[config.mk]
export PLATFORM = sky130hd
export DESIGN_NAME = bpa_ctrl
export DESIGN_NICKNAME = d
export VERILOG_FILES = /design/src/rtl/bpa_pkg.sv /design/src/rtl/bpa_ctrl.sv
export VERILOG_INCLUDE_DIRS = /design/src /design/src/rtl
export SDC_FILE = /design/constraint.sdc
export NUM_CORES = 1
export LEC_CHECK = 0
export ABC_CLOCK_PERIOD_IN_PS = 4300
export BUFFER_PORTS_ARGS = -buffer_cell sky130_fd_sc_hd__clkbuf_2
export CAP_MARGIN = 30
export CORE_AREA = 2 2 39 41
export DETAILED_ROUTE_END_ITERATION = 7
export DIE_AREA = 0 0 41 43
export GPL_ROUTABILITY_DRIVEN = 0
export GPL_TIMING_DRIVEN = 0
export PLACE_DENSITY = 0.71
export SYNTH_ARGS = -nofsm -noshare
export SYNTH_HDL_FRONTEND = slang
export SYNTH_SLANG_ARGS = --single-unit
export TNS_END_PERCENT = 100
[constraint.sdc]
create_clock -name i_clk -period 4.3 [get_ports i_clk]
set_clock_uncertainty 0.15 [all_clocks]
set_input_delay 0 -clock i_clk [delete_from_list [all_inputs] [get_ports i_clk]]
set_output_delay 0 -clock i_clk [all_outputs]
set_load 0.1 [all_outputs]
[src/rtl/assert_macros.svh]
`ifndef ASSERT_MACROS_SVH
`define ASSERT_MACROS_SVH

// check sampled on the rising edge, quiet while reset is applied
`define BPA_ASSERT(name, clk, rst_n, prop, msg) \
    name: assert property (@(posedge clk) disable iff (!rst_n) prop) \
        else $error(msg);

// check sampled on every rising edge, reset included
`define BPA_ASSERT_ALWAYS(name, clk, prop, msg) \
    name: assert property (@(posedge clk) prop) \
        else $error(msg);

`endif

[src/rtl/bpa_pkg.sv]
`timescale 1ns / 1ps
`default_nettype none

package bpa_pkg;

    localparam int NUM_PAGES_DEF = 4096;

    localparam int WORD_BITS  = 16;
    localparam int WORD_SHIFT = 4;

    localparam int COUNT_W  = 13;
    localparam int START_W  = 12;
    localparam int LIMIT_W  = 13;
    localparam int STATUS_W = 2;
    localparam int PAGE_W   = 12;

    localparam logic [LIMIT_W-1:0] LIMIT_RESET = 13'd4096;

    typedef enum logic [STATUS_W-1:0] {
        ST_OK      = 2'd0,
        ST_NOSPACE = 2'd1,
        ST_ZERO    = 2'd2
    } t_status;

    typedef struct packed {
        logic    clr_step;
        logic    req_load;
        logic    disp_init;
        logic    scan_step;
        logic    hit_take;
        logic    fill_rd;
        logic    fill_wr;
        logic    res_set;
        t_status res_code;
        logic    rsp_load;
    } t_cmd;

    typedef struct packed {
        logic clr_last;
        logic cnt_zero;
        logic op_free;
        logic free_empty;
        logic hit;
        logic nospace;
        logic fill_last;
        logic rsp_free;
    } t_sts;

endpackage

`default_nettype wire

[src/rtl/bpa_ctrl.sv]
`timescale 1ns / 1ps
`default_nettype none
`include "assert_macros.svh"

module bpa_ctrl (
    input  wire logic          i_clk,
    input  wire logic          i_rst_n,
    input  wire logic          i_req_valid,
    output logic               o_req_ready,
    output bpa_pkg::t_cmd      o_cmd,
    input  wire bpa_pkg::t_sts i_sts
);

    typedef enum logic [6:0] {
        S_CLEAR    = 7'b0000001,
        S_IDLE     = 7'b0000010,
        S_DISPATCH = 7'b0000100,
        S_SCAN     = 7'b0001000,
        S_FILL_RD  = 7'b0010000,
        S_FILL_WR  = 7'b0100000,
        S_RESULT   = 7'b1000000
    } t_state;

    t_state r_state;
    t_state n_state;

    assign o_req_ready = (r_state == S_IDLE);

    always_comb begin
        o_cmd   = '0;
        n_state = r_state;
        case (r_state)
            S_CLEAR: begin
                o_cmd.clr_step = 1'b1;
                if (i_sts.clr_last) begin
                    n_state = S_IDLE;
                end
            end
            S_IDLE: begin
                if (i_req_valid) begin
                    o_cmd.req_load = 1'b1;
                    n_state        = S_DISPATCH;
                end
            end
            S_DISPATCH: begin
                o_cmd.disp_init = 1'b1;
                if (i_sts.cnt_zero) begin
                    o_cmd.res_set  = 1'b1;
                    o_cmd.res_code = bpa_pkg::ST_ZERO;
                    n_state        = S_RESULT;
                end else if (!i_sts.op_free) begin
                    n_state = S_SCAN;
                end else if (i_sts.free_empty) begin
                    o_cmd.res_set  = 1'b1;
                    o_cmd.res_code = bpa_pkg::ST_OK;
                    n_state        = S_RESULT;
                end else begin
                    n_state = S_FILL_RD;
                end
            end
            S_SCAN: begin
                o_cmd.scan_step = 1'b1;
                if (i_sts.hit) begin
                    o_cmd.hit_take = 1'b1;
                    n_state        = S_FILL_RD;
                end else if (i_sts.nospace) begin
                    o_cmd.res_set  = 1'b1;
                    o_cmd.res_code = bpa_pkg::ST_NOSPACE;
                    n_state        = S_RESULT;
                end
            end
            S_FILL_RD: begin
                o_cmd.fill_rd = 1'b1;
                n_state       = S_FILL_WR;
            end
            S_FILL_WR: begin
                o_cmd.fill_wr = 1'b1;
                if (i_sts.fill_last) begin
                    o_cmd.res_set  = 1'b1;
                    o_cmd.res_code = bpa_pkg::ST_OK;
                    n_state        = S_RESULT;
                end else begin
                    n_state = S_FILL_RD;
                end
            end
            S_RESULT: begin
                if (i_sts.rsp_free) begin
                    o_cmd.rsp_load = 1'b1;
                    n_state        = S_IDLE;
                end
            end
            default: begin
                n_state = S_CLEAR;
            end
        endcase
    end

    always_ff @(posedge i_clk) begin
        if (!i_rst_n) begin
            r_state <= S_CLEAR;
        end else begin
            r_state <= n_state;
        end
    end

    `BPA_ASSERT_ALWAYS(a_reset_starts_clear, i_clk, !i_rst_n |=> (r_state == S_CLEAR), "reset did not start the bitmap clear")

endmodule

`default_nettype wire

# == Word-level counts from Yosys, hierarchy flattened ==
# Cells that the tools add are included.
# Widths: inputs -> output; s select.
# classes
n_eq_ne,11
n_mux,27
n_reduce_logical,1
# op_table
operator,count
$mux 7,9
$pmux 7 s7,1
$mux 3,6
$mux 1,9
$pmux 3 s3,1
$eq 7x1->1 const B,1
$eq 7x2->1 const B,1
$eq 7x3->1 const B,1
$eq 7x4->1 const B,1
$eq 7x5->1 const B,1
$eq 7x6->1 const B,1
$eq 7x7->1 const B,1
$ne 2x2->1 const B,3
$reduce_and 4->1,1
$ne 3x3->1 const B,1
$mux 2,1
# word_totals
regBits,7
inputBits,11
output_inout_bits,12
elab_cells,40

# == Depth between registers and ports, before layout ==
# logic_depth
word_depth,4
depth_mapped,6
mapped_depth_nobuf,5

# == Worst setup path after synthesis ==
# OpenSTA, ideal clock, no wires.
# synth_timing
path_type,reg2out
from,register r_state[2]
to,output port o_cmd[0] in the netlist's numbering
arrival_time_ps,3806
required_ps,4150
path_slack_ps,344
path_stages_with_launch,3
path_cell_list,dfxtp_1 > or4_4 > nor4_1
# synth_rtl
element,line,text
"start, declared",bpa_ctrl.sv:24,t_state r_state;
"start signal, assigned",bpa_ctrl.sv:102,r_state <= n_state;
"end, declared",bpa_ctrl.sv:10,"output bpa_pkg::t_cmd o_cmd,"

# == Worst setup path after layout ==
# layout_timing
from,register r_state[2]
to,register r_state[0]
# layout_between
elab_chain_cells,3
elab_cells_between_ends,13
cone_classes,eq/ne (11); mux (1); reduce/logical (1)
# layout_rtl
element,line,text
"$eq 7x4->1, or another cell as far along",bpa_ctrl.sv:32,case (r_state)
$ne 3x3->1 (no source line) or $ne 2x2->1 (tied branches),n/a,
$reduce_and 4->1 (no source line),n/a,
# Several ways; a longest one is shown, not always the timed one.
# A chain may end at the register's enable or synchronous reset.

==> summary.txt <==
Final layout
  – Most frequent cells in the layout: clkbuf_2 (22), nor2_1 (7), dlygate4sd3_1 (7), dfxtp_1 (7)
  – Top reg by flops: r_state
  – Share of layout cells above drive strength 1: 34.7%
  – Most common cell after layout, fill and taps aside: clkbuf_2
  – Ant. Diodes: 0
  – Reg area: 140 um^2
  – Regs by FF count: r_state (7)
  – P&R area growth vs syn: 40.5%
  – Area of the multi-input gates: 384 um^2
  – Final #Nets: 113
  – Max reg flops: 7
  – FILL cells: 146

Floorplan
  – Starting density of the core: 40.4%
  – Die H: 43 um
  – FP Rows: 14
  – Core region area: 1380 um^2
  – # IOs: 23
  – Die X-Extent: 41 um
  – Die Footprint: 1760 um^2

Place
  – HPWL after DPL: 1150 um
  – PortBufs: 22

Synth
  – Synth Register Bits: 7
  – Synth Area per Inst: 8.22 um^2
  – Post-Syn Instances: 68
  – Post-synth EDFFs: 0
  – Sequential cell area fraction in the yosys report: 25.1%
  – Top FF cell, synth: dfxtp_1
  – Ys async rst share: 0%
  – Post-Syn Area: 559 um^2
  – Unique masters post-synth: 35
  – Syn nets: 79
  – YS warnings: 0

Clock tree
  – CTS max path bufs: 2
  – Worst skew pair latency: 0.24 ns
  – Setup bufs post-CTS: 0
  – CTS tree: built
  – H-tree levels: 1
  – Worst-path clk slew: 0.05 ns
  – CTS buffer count: 3
  – Clk root buf: clkbuf_4
  – Total clock sinks: 7

Timing
  – Final setup TNS: 0 ns
  – Final max-slew violation count: 0
  – Final Hold Viols: 1
  – Worst-Margin Slew: 0.545 ns
  – Final period util: 51.7%
  – RSZ-0062 raised after global routing: no
  – Relative slew slack: 63.9%
  – FMAX: 0.450 GHz
  – Shortest period the worst path allows: 2.22 ns
  – Setup violations, final: 0
  – Hold slack: -0.00312 ns

Worst setup path
  – Slowest CP cell: or4_4
  – CP Data Arrival Time: 2.20 ns
  – Crit end category: flop
  – Critical path fanouts, max: 7
  – Critical path, cell by cell: or4_4 -> nor3_4 -> nand3b_1 -> o311ai_1 -> dlygate4sd3_1
  – Critical Path RT: 4.28 ns
  – Worst path max stage delay: 0.61 ns
  – CP Launch Type: flop
  – Flop2flop setup slack: 2.08 ns
  – Critical path class: flop to flop

Power
  – Power Density: 232 nW/um^2
  – Pleak: 0.356 nW
  – Peak VDD IR: 0.126 mV

Routing
  – Routed vias/inst: 5.74
  – ANT nets after route: 0
  – Routed WL: 1490 um
  – Router iterations before antenna repair: 4
  – Via count: 672
  – Drt drc: 0
  – Initial DRC count: 11
  – Routed len/inst: 12.8 um

Global routing
  – Vias in the first global route: 620
  – Largest net degree at the start of global routing: 11
  – First-pass GRT wire length: 2520 um
  – Global Route Usage Sum: 20.5%
  – Initial antenna violation count: 0
  – Congestion Overflow GR: 0

Outcome
  – Failing checks: negative hold slack
  – Outcome: finished with violations

Run
  – Max_cap viols: 0

Worst hold path
  – Worst hold path type: primary input to flop
-- cell usage after synthesis, types with 2 or more instances --
cell | instances | area share (%)
dfxtp_1 | 7 | 25
nor2_1 | 7 | 4.7
and2_1 | 4 | 4.5
and3_1 | 4 | 4.5
inv_1 | 4 | 2.7
nand2_1 | 3 | 2.0
nand2b_1 | 3 | 3.4
nor3_1 | 3 | 2.7
a22oi_1 | 2 | 2.7
nand3_1 | 2 | 1.8
nand4b_1 | 2 | 3.1
nor3_4 | 2 | 5.8
nor4b_1 | 2 | 3.1
o21ai_0 | 2 | 1.8
-- final cells by class --
| cell class | instances | share of cell area, % |
|---|---|---|
| multi-input combinational | 54 | 48.9 |
| timing repair buffer | 29 | 22.9 |
| sequential | 7 | 17.8 |
| clock buffer | 4 | 3.34 |
| tap | 16 | 2.55 |
| inverter | 5 | 2.39 |
| buffer | 2 | 2.07 |
-- kinds of logic after synthesis --
kind of cell | after synthesis | share of synthesized area, %
multiplexers | 1 | 1.79
AO/OA/AOI/OAI | 13 | 19.0
buffers and inverters | 7 | 6.26
AND/OR/NAND/NOR | 39 | 46.3
flip-flops | 7 | 25.1
XOR/XNOR | 1 | 1.57
-- final timing paths --
kind,start,endpoint,depth (start not counted)
setup / recovery,r_state[2],r_state[0],5
hold / removal,i_sts[6],r_state[3],4
setup reg to reg,r_state[2],r_state[0],5
hold reg to reg,r_state[4],r_state[5],2
-- metrics by stage --
stage	cells	worst slack, ns	util [%]	area (um^2)	power, mW
global placement	106	2.42	49.8	689	0.120
detailed placement	106	2.39	49.8	689	0.121
CTS	117	2.10	56.8	786	0.183
finish	117	2.08	56.8	786	0.183
floorplan	68	0.344	-	559	0.108
global route	117	1.99	56.8	786	0.195
-- timing repair --
action	in CTS	in global routing
hold buffers	7	0
endpoints found under the hold margin	7	0
gates resized for setup	0	0
-- routing by layer --
metal | track usage [%] | share of wire (%) | up-vias
met5 | 0 | 0 | -
met4 | 6.00 | 1.1 | 0
met3 | 3.14 | 6.2 | 2
met2 | 34.4 | 48 | 30
met1 | 25.4 | 45 | 313
li1 | - | - | 327
-- critical path: cells and delay by family (launching register included) --
kind,cells,cell delay (ns)
flops,1,0.37
simple gates,3,0.93
buf+inv,1,0.56
compound gates,1,0.08
-- where the power goes --
| group | total, mW | leakage [nW] | internal (mW) | switching (mW) |
|---|---|---|---|---|
| registers | 0.0692 | 0.0569 | 0.0672 | 0.00198 |
| clock network | 0.0567 | 0.0150 | 0.0352 | 0.0215 |
| logic | 0.0568 | 0.284 | 0.0199 | 0.0369 |
Power figures use the tool's default switching activity.
